**config.mk**
```make
export PLATFORM = sky130hd
export DESIGN_NAME = crc32_reflected_programmable
export DESIGN_NICKNAME = d
export VERILOG_FILES = /design/src/design/crc32_pkg.sv /design/src/design/crc32_reflected_programmable.sv /design/src/design/crc32_poly.sv /design/src/design/crc32_fold.sv
export SDC_FILE = /design/constraint.sdc
export NUM_CORES = 1
export LEC_CHECK = 0
export CAP_MARGIN = 30
export CELL_PAD_IN_SITES_DETAIL_PLACEMENT = 1
export CELL_PAD_IN_SITES_GLOBAL_PLACEMENT = 1
export CORE_MARGIN = 4
export CORE_UTILIZATION = 53
export DETAILED_ROUTE_END_ITERATION = 10
export DONT_BUFFER_PORTS = 1
export PLACE_DENSITY = 0.95
export SETUP_SLACK_MARGIN = 0.1
export SYNTH_ARGS = -nofsm -noshare
export SYNTH_HDL_FRONTEND = slang
export SYNTH_SLANG_ARGS = --single-unit
export TNS_END_PERCENT = 10
```
**constraint.sdc**
```tcl
create_clock -name i_clk -period 8.24 [get_ports i_clk]
set_input_delay 0.412 -clock i_clk [delete_from_list [all_inputs] [get_ports i_clk]]
set_output_delay 0.412 -clock i_clk [all_outputs]
set_load 0.02 [all_outputs]
```
**src/design/crc32_pkg.sv**
```systemverilog
// Shared constants and helper functions for the programmable reflected CRC-32.
// No dependencies; imported by crc32_poly, crc32_fold and the top level.
package crc32_pkg;

    localparam int unsigned CRC_W  = 32;
    localparam int unsigned BYTE_W = 8;

    typedef logic [CRC_W-1:0]  t_crc;
    typedef logic [BYTE_W-1:0] t_byte;

    // tuser codes
    typedef enum logic {
        KIND_DATA    = 1'b0,
        KIND_RESTART = 1'b1
    } t_kind;

    localparam t_crc CRC_ALL_ONES     = 32'hFFFF_FFFF;
    localparam t_crc CRC_DEFAULT_POLY = 32'h04C1_1DB7;
    // Values taken as already reflected
    localparam t_crc CRC_REFL_IEEE       = 32'hEDB8_8320;
    localparam t_crc CRC_REFL_CASTAGNOLI = 32'h82F6_3B78;
    localparam t_crc CRC_REFL_KOOPMAN    = 32'hEB31_D82E;

    function automatic t_crc bit_reverse(input t_crc v);
        t_crc r;
        for (int i = 0; i < CRC_W; i++) begin
            r[i] = v[CRC_W-1-i];
        end
        return r;
    endfunction

    function automatic t_crc reflect_poly(input t_crc p);
        t_crc r;
        if (p == CRC_REFL_IEEE || p == CRC_REFL_CASTAGNOLI || p == CRC_REFL_KOOPMAN) begin
            r = p;
        end else begin
            r = bit_reverse(p);
        end
        return r;
    endfunction

endpackage

```
**src/design/crc32_reflected_programmable.sv**
```systemverilog
// Top level of the byte-serial reflected CRC-32 with programmable polynomial.
// Depends on crc32_pkg, crc32_poly and crc32_fold.
//
// Usage:
//   Slave stream: one word per byte. tuser is the kind (0 = fold tdata,
//   1 = restart the register to all ones; tdata ignored). tdata is the byte.
//   Master stream: one word per accepted input word, tdata = digest, the
//   inverted CRC register after that word.
//   Config: i_cfg_we with i_cfg_wdata writes the polynomial in normal bit
//   order; the running register is untouched. Write only while idle.
// Timing: the digest appears on the master side in the cycle after the word
//   is accepted. Throughput: one word per cycle unless the master side stalls;
//   the eight-step fold is one combinational pass from CRC to output register.
// Reset: register to all ones, polynomial to 0x04C11DB7, output empty.
// Stall: the output register holds its word; the slave side stays ready
//   while that register is empty or being taken in the same cycle.
module crc32_reflected_programmable
    import crc32_pkg::*;
(
    input  logic        i_clk,
    input  logic        i_rst_n,
    input  logic        i_cfg_we,
    input  logic [31:0] i_cfg_wdata,
    input  logic        i_s_tvalid,
    output logic        o_s_tready,
    input  logic [7:0]  i_s_tdata,   // [7:0] data_byte
    input  logic        i_s_tuser,   // [0] kind
    output logic        o_m_tvalid,
    input  logic        i_m_tready,
    output logic [31:0] o_m_tdata    // [31:0] digest
);

    t_crc  rpoly;
    t_crc  folded;
    logic  accept;

    t_crc  r_crc;
    t_crc  n_crc;
    logic  r_valid;
    logic  n_valid;
    t_crc  r_digest;
    t_crc  n_digest;

    crc32_poly u_poly (
        .i_clk   (i_clk),
        .i_rst_n (i_rst_n),
        .i_we    (i_cfg_we),
        .i_wdata (i_cfg_wdata),
        .o_rpoly (rpoly)
    );

    crc32_fold u_fold (
        .i_crc   (r_crc),
        .i_byte  (i_s_tdata),
        .i_rpoly (rpoly),
        .o_crc   (folded)
    );

    assign o_s_tready = !r_valid || i_m_tready;
    assign accept     = i_s_tvalid && o_s_tready;

    always_comb begin
        n_crc    = r_crc;
        n_digest = r_digest;
        n_valid  = r_valid && !i_m_tready;
        if (accept) begin
            n_crc    = (t_kind'(i_s_tuser) == KIND_RESTART) ? CRC_ALL_ONES : folded;
            n_digest = ~n_crc;
            n_valid  = 1'b1;
        end
    end

    always_ff @(posedge i_clk) begin
        if (!i_rst_n) begin
            r_crc   <= CRC_ALL_ONES;
            r_valid <= 1'b0;
        end else begin
            r_crc   <= n_crc;
            r_valid <= n_valid;
        end
    end

    always_ff @(posedge i_clk) begin
        r_digest <= n_digest;
    end

    assign o_m_tvalid = r_valid;
    assign o_m_tdata  = r_digest;

    a_accept_gives_word: assert property (@(posedge i_clk) disable iff (!i_rst_n)
        accept |=> o_m_tvalid)
        else $error("accepted word produced no output");

    a_restart_zero: assert property (@(posedge i_clk) disable iff (!i_rst_n)
        accept && i_s_tuser |=> o_m_tdata == '0)
        else $error("restart digest not zero");

    a_digest_tracks_crc: assert property (@(posedge i_clk) disable iff (!i_rst_n)
        o_m_tvalid |-> o_m_tdata == ~r_crc)
        else $error("held digest out of step with CRC register");

    a_crc_only_on_accept: assert property (@(posedge i_clk) disable iff (!i_rst_n)
        !accept |=> $stable(r_crc))
        else $error("CRC register moved without an accepted word");

endmodule

```
**src/design/crc32_poly.sv**
```systemverilog
// Polynomial register: holds the generator in reflected form, ready for the fold.
// Depends on crc32_pkg.
module crc32_poly
    import crc32_pkg::*;
(
    input  logic i_clk,
    input  logic i_rst_n,
    input  logic i_we,
    input  t_crc i_wdata,
    output t_crc o_rpoly
);

    t_crc r_rpoly;
    t_crc n_rpoly;

    // reflection done once at write time, not on the byte path
    always_comb begin
        n_rpoly = i_we ? reflect_poly(i_wdata) : r_rpoly;
    end

    always_ff @(posedge i_clk) begin
        if (!i_rst_n) begin
            r_rpoly <= reflect_poly(CRC_DEFAULT_POLY);
        end else begin
            r_rpoly <= n_rpoly;
        end
    end

    assign o_rpoly = r_rpoly;

    a_write_lands: assert property (@(posedge i_clk) disable iff (!i_rst_n)
        i_we |=> r_rpoly == reflect_poly($past(i_wdata)))
        else $error("polynomial write not captured");

    a_rpoly_stable: assert property (@(posedge i_clk) disable iff (!i_rst_n)
        !i_we |=> $stable(r_rpoly))
        else $error("polynomial changed without a write");

    a_reset_default: assert property (@(posedge i_clk)
        !i_rst_n |=> r_rpoly == CRC_REFL_IEEE)
        else $error("polynomial reset value wrong");

endmodule

```
**src/design/crc32_fold.sv**
```systemverilog
// Combinational byte fold: eight LSB-first shift/xor steps of the reflected CRC.
// Depends on crc32_pkg.
module crc32_fold
    import crc32_pkg::*;
(
    input  t_crc  i_crc,
    input  t_byte i_byte,
    input  t_crc  i_rpoly,
    output t_crc  o_crc
);

    t_crc v;

    always_comb begin
        v = i_crc ^ {{(CRC_W-BYTE_W){1'b0}}, i_byte};
        for (int i = 0; i < BYTE_W; i++) begin
            v = v[0] ? ((v >> 1) ^ i_rpoly) : (v >> 1);
        end
        o_crc = v;
    end

endmodule
```
# Word-level counts from Yosys, hierarchy flattened
# Index checks and enable logic that the tools add are counted.
[word_totals] register_bits=97 latch_bits=0 ramBits=0 mem_bits_ro=0 input_bits=46 output_inout_bits=34 elab_cells=35 n_memories=0
[classes] add_sub_neg=0 mul=0 div=0 n_lt_le_gt_ge=0 eq_ne=3 n_shift=0 n_mux=11 bitwise=10 n_reduce_logical=7
[op_table] operator="two-way mux 32 bit" n=10
[op_table] operator="XOR 31 x 32 -> 32 bit" n=8
[op_table] operator="== test 32 bit, second input constant" n=3
[op_table] operator="NOT 32 bit" n=1
[op_table] operator="XOR 32 x 8 -> 32 bit" n=1
[op_table] operator="logical OR 1 bit" n=3
[op_table] operator="logical AND 1 bit" n=2
[op_table] operator="logical NOT 1 bit" n=2
[op_table] operator="two-way mux 1 bit" n=1

# Depth between registers and ports, before layout
[logic_depth] ltp_word=19 mapped_depth=18

# Hierarchy
# Synthesis repeated with hierarchy kept, for this count alone.
[unflattened] cells_unflattened=1090 hier_area_um2=8852.2
[by_module_without_submodules] module="crc32_fold" instances=1 cells_each=692 area_per_inst_um2=4934.7 seq_area_each_um2=0.0
[by_module_without_submodules] module="crc32_reflected_programmable" instances=1 cells_each=217 area_per_inst_um2=2418.6 seq_area_each_um2=1621.6
[by_module_without_submodules] module="crc32_poly" instances=1 cells_each=181 area_per_inst_um2=1498.9 seq_area_each_um2=640.6

# Least setup slack after synthesis
# No wires, ideal clock.
[synth_path] path_type="input-to-reg" from="in i_s_tdata[1]" to="reg r_crc[11]" setup_ns=0.122 t_arrival_ns=3.987 required_ns=8.118 setup_slack_ns=4.131 cell_stages=16 path_buffers=4 path_cell_list="xnor2_1 -> nor3_1 -> o21a_1 -> or4_1 -> buf_2 -> and3_1 -> o32a_1 -> and3_1 -> buf_6 -> o2111ai_2 -> o221ai_2 -> or3b_1 -> buf_2 -> buf_2 -> and4_4 -> o32a_1"
[synth_between] elab_chain_cells=17
[synth_rtl] item="start: declaration" line_no="crc32_reflected_programmable.sv:26" source="input logic [7:0] i_s_tdata,"
[synth_rtl] item="XOR 32 x 8 -> 32 bit (*)" line_no="crc32_fold.sv:15" source="v = i_crc ^ {{(CRC_W-BYTE_W){1'b0}}, i_byte};"
[synth_rtl] item="XOR 31 x 32 -> 32 bit" line_no="crc32_fold.sv:17" source="v = v[0] ? ((v >> 1) ^ i_rpoly) : (v >> 1);"
[synth_rtl] item="two-way mux 32 bit (*) (2 in series)" line_no="crc32_fold.sv:17"
[synth_rtl] item="XOR 31 x 32 -> 32 bit" line_no="crc32_fold.sv:17"
[synth_rtl] item="two-way mux 32 bit (*)" line_no="crc32_fold.sv:17"
[synth_rtl] item="XOR 31 x 32 -> 32 bit" line_no="crc32_fold.sv:17"
[synth_rtl] item="two-way mux 32 bit (*)" line_no="crc32_fold.sv:17"
[synth_rtl] item="XOR 31 x 32 -> 32 bit" line_no="crc32_fold.sv:17"
[synth_rtl] item="two-way mux 32 bit (*)" line_no="crc32_fold.sv:17"
[synth_rtl] item="XOR 31 x 32 -> 32 bit" line_no="crc32_fold.sv:17"
[synth_rtl] item="two-way mux 32 bit (*)" line_no="crc32_fold.sv:17"
[synth_rtl] item="XOR 31 x 32 -> 32 bit" line_no="crc32_fold.sv:17"
[synth_rtl] item="two-way mux 32 bit (*)" line_no="crc32_fold.sv:17"
[synth_rtl] item="XOR 31 x 32 -> 32 bit" line_no="crc32_fold.sv:17"
[synth_rtl] item="two-way mux 32 bit (*)" line_no="crc32_fold.sv:17"
[synth_rtl] item="two-way mux 32 bit (*)" line_no="crc32_reflected_programmable.sv:67" source="n_crc = (t_kind'(i_s_tuser) == KIND_RESTART) ? CRC_ALL_ONES : folded;"
[synth_rtl] item="end signal: assignment" line_no="crc32_reflected_programmable.sv:78" source="r_crc <= n_crc;"
[synth_rtl] item="end: declaration" line_no="crc32_reflected_programmable.sv:37" source="t_crc r_crc;"
# Mark *: on every way between the ends. The rest lies on a longest branch, timed or not.
# A chain may end at the register's enable or synchronous reset.

# Worst setup path in the final report
[layout_path] from="reg u_poly.r_rpoly[0], in the netlist u_poly.o_rpoly[0]" to="reg r_crc[14]"
[layout_between] elab_chain_cells=16 elab_cells_between_ends=17 classes_between="9 x mux; 8 x bitwise"
[layout_rtl] item="start: declaration" line_no="crc32_poly.sv:13" source="t_crc r_rpoly;"
[layout_rtl] item="start signal: assignment" line_no="crc32_poly.sv:23" source="r_rpoly <= reflect_poly(CRC_DEFAULT_POLY);"
[layout_rtl] item="start signal: assignment" line_no="crc32_poly.sv:25" source="r_rpoly <= n_rpoly;"
[layout_rtl] item="XOR 31 x 32 -> 32 bit" line_no="crc32_fold.sv:17"
[layout_rtl] item="two-way mux 32 bit (2 in series)" line_no="crc32_fold.sv:17"
[layout_rtl] item="XOR 31 x 32 -> 32 bit" line_no="crc32_fold.sv:17"
[layout_rtl] item="two-way mux 32 bit" line_no="crc32_fold.sv:17"
[layout_rtl] item="XOR 31 x 32 -> 32 bit" line_no="crc32_fold.sv:17"
[layout_rtl] item="two-way mux 32 bit" line_no="crc32_fold.sv:17"
[layout_rtl] item="XOR 31 x 32 -> 32 bit" line_no="crc32_fold.sv:17"
[layout_rtl] item="two-way mux 32 bit" line_no="crc32_fold.sv:17"
[layout_rtl] item="XOR 31 x 32 -> 32 bit" line_no="crc32_fold.sv:17"
[layout_rtl] item="two-way mux 32 bit" line_no="crc32_fold.sv:17"
[layout_rtl] item="XOR 31 x 32 -> 32 bit" line_no="crc32_fold.sv:17"
[layout_rtl] item="two-way mux 32 bit (*)" line_no="crc32_fold.sv:17"
[layout_rtl] item="XOR 31 x 32 -> 32 bit" line_no="crc32_fold.sv:17"
[layout_rtl] item="two-way mux 32 bit (*)" line_no="crc32_fold.sv:17"
[layout_rtl] item="two-way mux 32 bit (*)" line_no="crc32_reflected_programmable.sv:67"
# Marks and branches as above.

==> flow_metrics.py <==
metrics = {
    "worst_setup_path": {
        "endpoint_kind": "flop",
        "cp_slowest_cell": "o21bai_4",
        "required_ns": 8.51,
        "regToRegStartpoint": "u_poly.o_rpoly[0]",
        "critPathKind": "reg -> reg",
        "cp_top_family": "compound AO/OA/AOI/OAI gates",
        "cp_common_cell": "buf_4",
        "cp.arrival_ns": 6.59,
        "cp-start-kind": "flop",
        "cp_max_fo": 35,
        "crit_path_start": "u_poly.o_rpoly[0]",
        "crit_chain": "buf_4 -> inv_1 -> nor2_1 -> a21oi_1 -> or4_1 -> a21o_1 -> a41oi_2 -> a21o_1 -> buf_4 -> and2_1 -> nor3_2 -> o21bai_4 -> buf_4 -> a31oi_1 -> o32a_1",
        "critPathBufInv": 4,
        "rrSetupSlack_ns": 1.92,
        "max_stage_delay_ns": 0.82,
    },
    "cts": {
        "ctsHoldBuffers": 0,
        "cts-buffers-inserted": 9,
        "clock_latency_ns": 0.37,
        "clockBufferDepth": 2,
        "clkTransAtPathRegs_ns": 0.08,
        "cts-root-buf": "clkbuf_16",
        "tritoncts": "yes",
        "h-tree-depth": 3,
        "cts.sinks": 97,
        "cts_setup_buffers": 0,
        "cts.repair.resized": 0,
    },
    "synthesis": {
        "synthFlopType": "dfxtp_1",
        "synth_nets": 1111,
        "synth_edf_count": 32,
        "synth_seq_cells": 97,
        "synthCells": 1065,
        "post-synth-top-area-fraction": 0.149,
        "ys_seq_area_frac": 0.260,
        "synthArstFlopShare": 0,
        "synth_area_leaders": "dfxtp_1 (15%), xnor2_1 (14%), edfxtp_1 (11%), nand2_1 (7.9%), xnor3_1 (7.2%)",
        "yosysTopAreaCell": "dfxtp_1",
        "avgSynthCellArea_sq_um": 8.17,
        "ys_types": 79,
        "yosys_warnings": 0,
        "synth.cell_area_sq_um": 8710,
    },
    "sta": {
        "final-setup-viol-count": 0,
        "setup-tns-final_ns": 0,
        "skew_ns": 0.0163,
        "rsz0062_at_grt": "no",
        "fmax_mhz": 158,
        "finalHoldViolCount": 0,
        "fin_crit_sh": 0.767,
        "max_slew_margin": 0.323,
        "period_minus_slack_ns": 6.32,
        "worst_pin_slew_ns": 1.02,
        "final_max_slew_viol_count": 0,
    },
    "die": {
        "die_h_microns": 136,
        "num_rows": 46,
        "die_area_sq_um": 18500,
        "start_util": 0.544,
        "die_x_microns": 136,
        "ios": 80,
        "core_area_sq_um": 16000,
    },
    "routing": {
        "drc_errors": 0,
        "drt-initial-drc-count": 969,
        "drt-total-wl_microns": 31200,
        "dr.pass1.iters": 5,
        "route.vias.total": 8553,
        "antenna_left": 0,
        "avgViaCountPerCell": 7.10,
        "wl_per_cell_microns": 25.9,
    },
    "place": {
        "dp_hpwl_microns": 20500,
        "io_buffers": 0,
        "place.gp.congestion": 0.909,
    },
    "status": {
        "status": "complete, no violations",
    },
    "layout": {
        "area_growth_syn_to_layout_pct": 3.46,
        "fillCellCount": 1970,
        "n_antenna_cell": 0,
        "drive_gt1_frac": 0.0809,
        "fin_nets": 1030,
    },
    "global_routing": {
        "grt_max_degree": 59,
        "grt_pass1_vias": 8897,
        "grt_usage": 0.337,
        "antenna_found_initial": 0,
        "grt_pass1_wl_microns": 48800,
        "grt-ovfl-total": 0,
    },
    "hold_path": {
        "hold_start": "i_rst_n",
        "hold_class": "in -> reg",
    },
    "job": {
        "max_cap_viol_count": 0,
    },
}
## synthesized netlist by cell type, types with 5 or more instances
library cell	number
a21oi_1	25
o21ai_0	59
inv_1	10
nand3_1	53
dfxtp_1	65
a21boi_0	5
clkbuf_1	74
a211oi_1	6
a31oi_1	32
xnor2_1	141
o32a_1	32
mux2i_1	9
nor2_1	34
nor3_1	47
nand2_1	184
xnor3_1	28
nand2b_1	9
and4_1	10
nor4_1	11
and4_4	20
buf_2	13
edfxtp_1	32
o211ai_1	9
nand3b_1	7
buf_4	5
nor2b_1	6
and2_1	10
and3_1	5
or3_1	5
o22ai_1	5
buf_1	14
nor4b_1	7
xor2_1	10
## worst register-to-register path, stage by stage (launching register included)
cell and delay, ns:
dfxtp_1 0.32, buf_4 0.35, inv_1 0.46, nor2_1 0.50
a21oi_1 0.20, or4_1 0.64, a21o_1 0.24, a41oi_2 0.26
a21o_1 0.60, buf_4 0.38, and2_1 0.31, nor3_2 0.12
o21bai_4 0.82, buf_4 0.47, a31oi_1 0.19, o32a_1 0.37
## registers in the layout (all words and copies together), names as in the netlist
register	flops
o_m_tvalid	1
r_crc	32
u_poly.o_rpoly	32
o_m_tdata	32
## final timing paths
check                       endpoint  cells past startpoint
hold / removal    u_poly.o_rpoly[15]                      1
setup reg to reg           r_crc[14]                     15
setup / recovery           r_crc[14]                     15
hold reg to reg            r_crc[29]                      1
## layer usage
metal	part of all wire	track usage	vias up
li1	-	-	3661
met1	0.38	0.406	4229
met2	0.48	0.558	526
met3	0.084	0.0699	137
met4	0.057	0.196	0
met5	0	0	-
## metrics by stage
stage                     hold slack, ns  setup slack (ns)  instance area [sq um]   util  std cells
final                              0.108              1.92                   9010  0.563       1205
after global routing               0.107              1.68                   9010  0.563       1205
after CTS                          0.104              2.16                   9010  0.563       1205
after detailed placement           0.482              2.25                   8710  0.544       1189
after global placement             0.477              2.41                   8670  0.542       1186
after floorplan                    0.467              4.13                   8710      -       1065
## layout make-up
class | instances | area, sq um | share of cell area
clock buffers | 10 | 229 | 0.0254
clock inverters | 6 | 72.6 | 0.00806
inverters | 10 | 37.5 | 0.00417
multi-input cells | 848 | 5980 | 0.664
flip-flops and latches | 97 | 2260 | 0.251
well taps | 216 | 270 | 0.0300
repair buffers | 18 | 151 | 0.0168
## logic make-up after synthesis
| kind of cell | Yosys count | synth area share |
|---|---|---|
| DFF | 97 | 0.260 |
| xor gates and xnor gates | 182 | 0.230 |
| AOI/OAI and AO/OA | 226 | 0.187 |
| and+or+nand+nor | 430 | 0.254 |
| buffers and inverters | 120 | 0.0578 |
| muxes | 10 | 0.0116 |
## cell usage in the layout, fill, tap and decap left out, types with 7 or more instances in the layout
cell type	count
nand3b_1	7
xor2_1	9
o21ai_0	59
edfxtp_1	32
buf_4	16
o32a_1	32
nor4b_1	7
a31oi_1	32
inv_1	10
xnor2_1	139
nand2b_1	9
nor4_1	10
and4_1	10
and2_1	9
nand2_1	184
o211ai_1	9
nor3_1	47
xnor3_1	28
dfxtp_1	65
mux2i_1	9
nor2_1	33
and4_4	20
clkbuf_16	9
nand3_1	53
a21oi_1	25
Power is not shown: default switching activity piles up to over one toggle a cycle in this logic, so the estimate is an artifact.
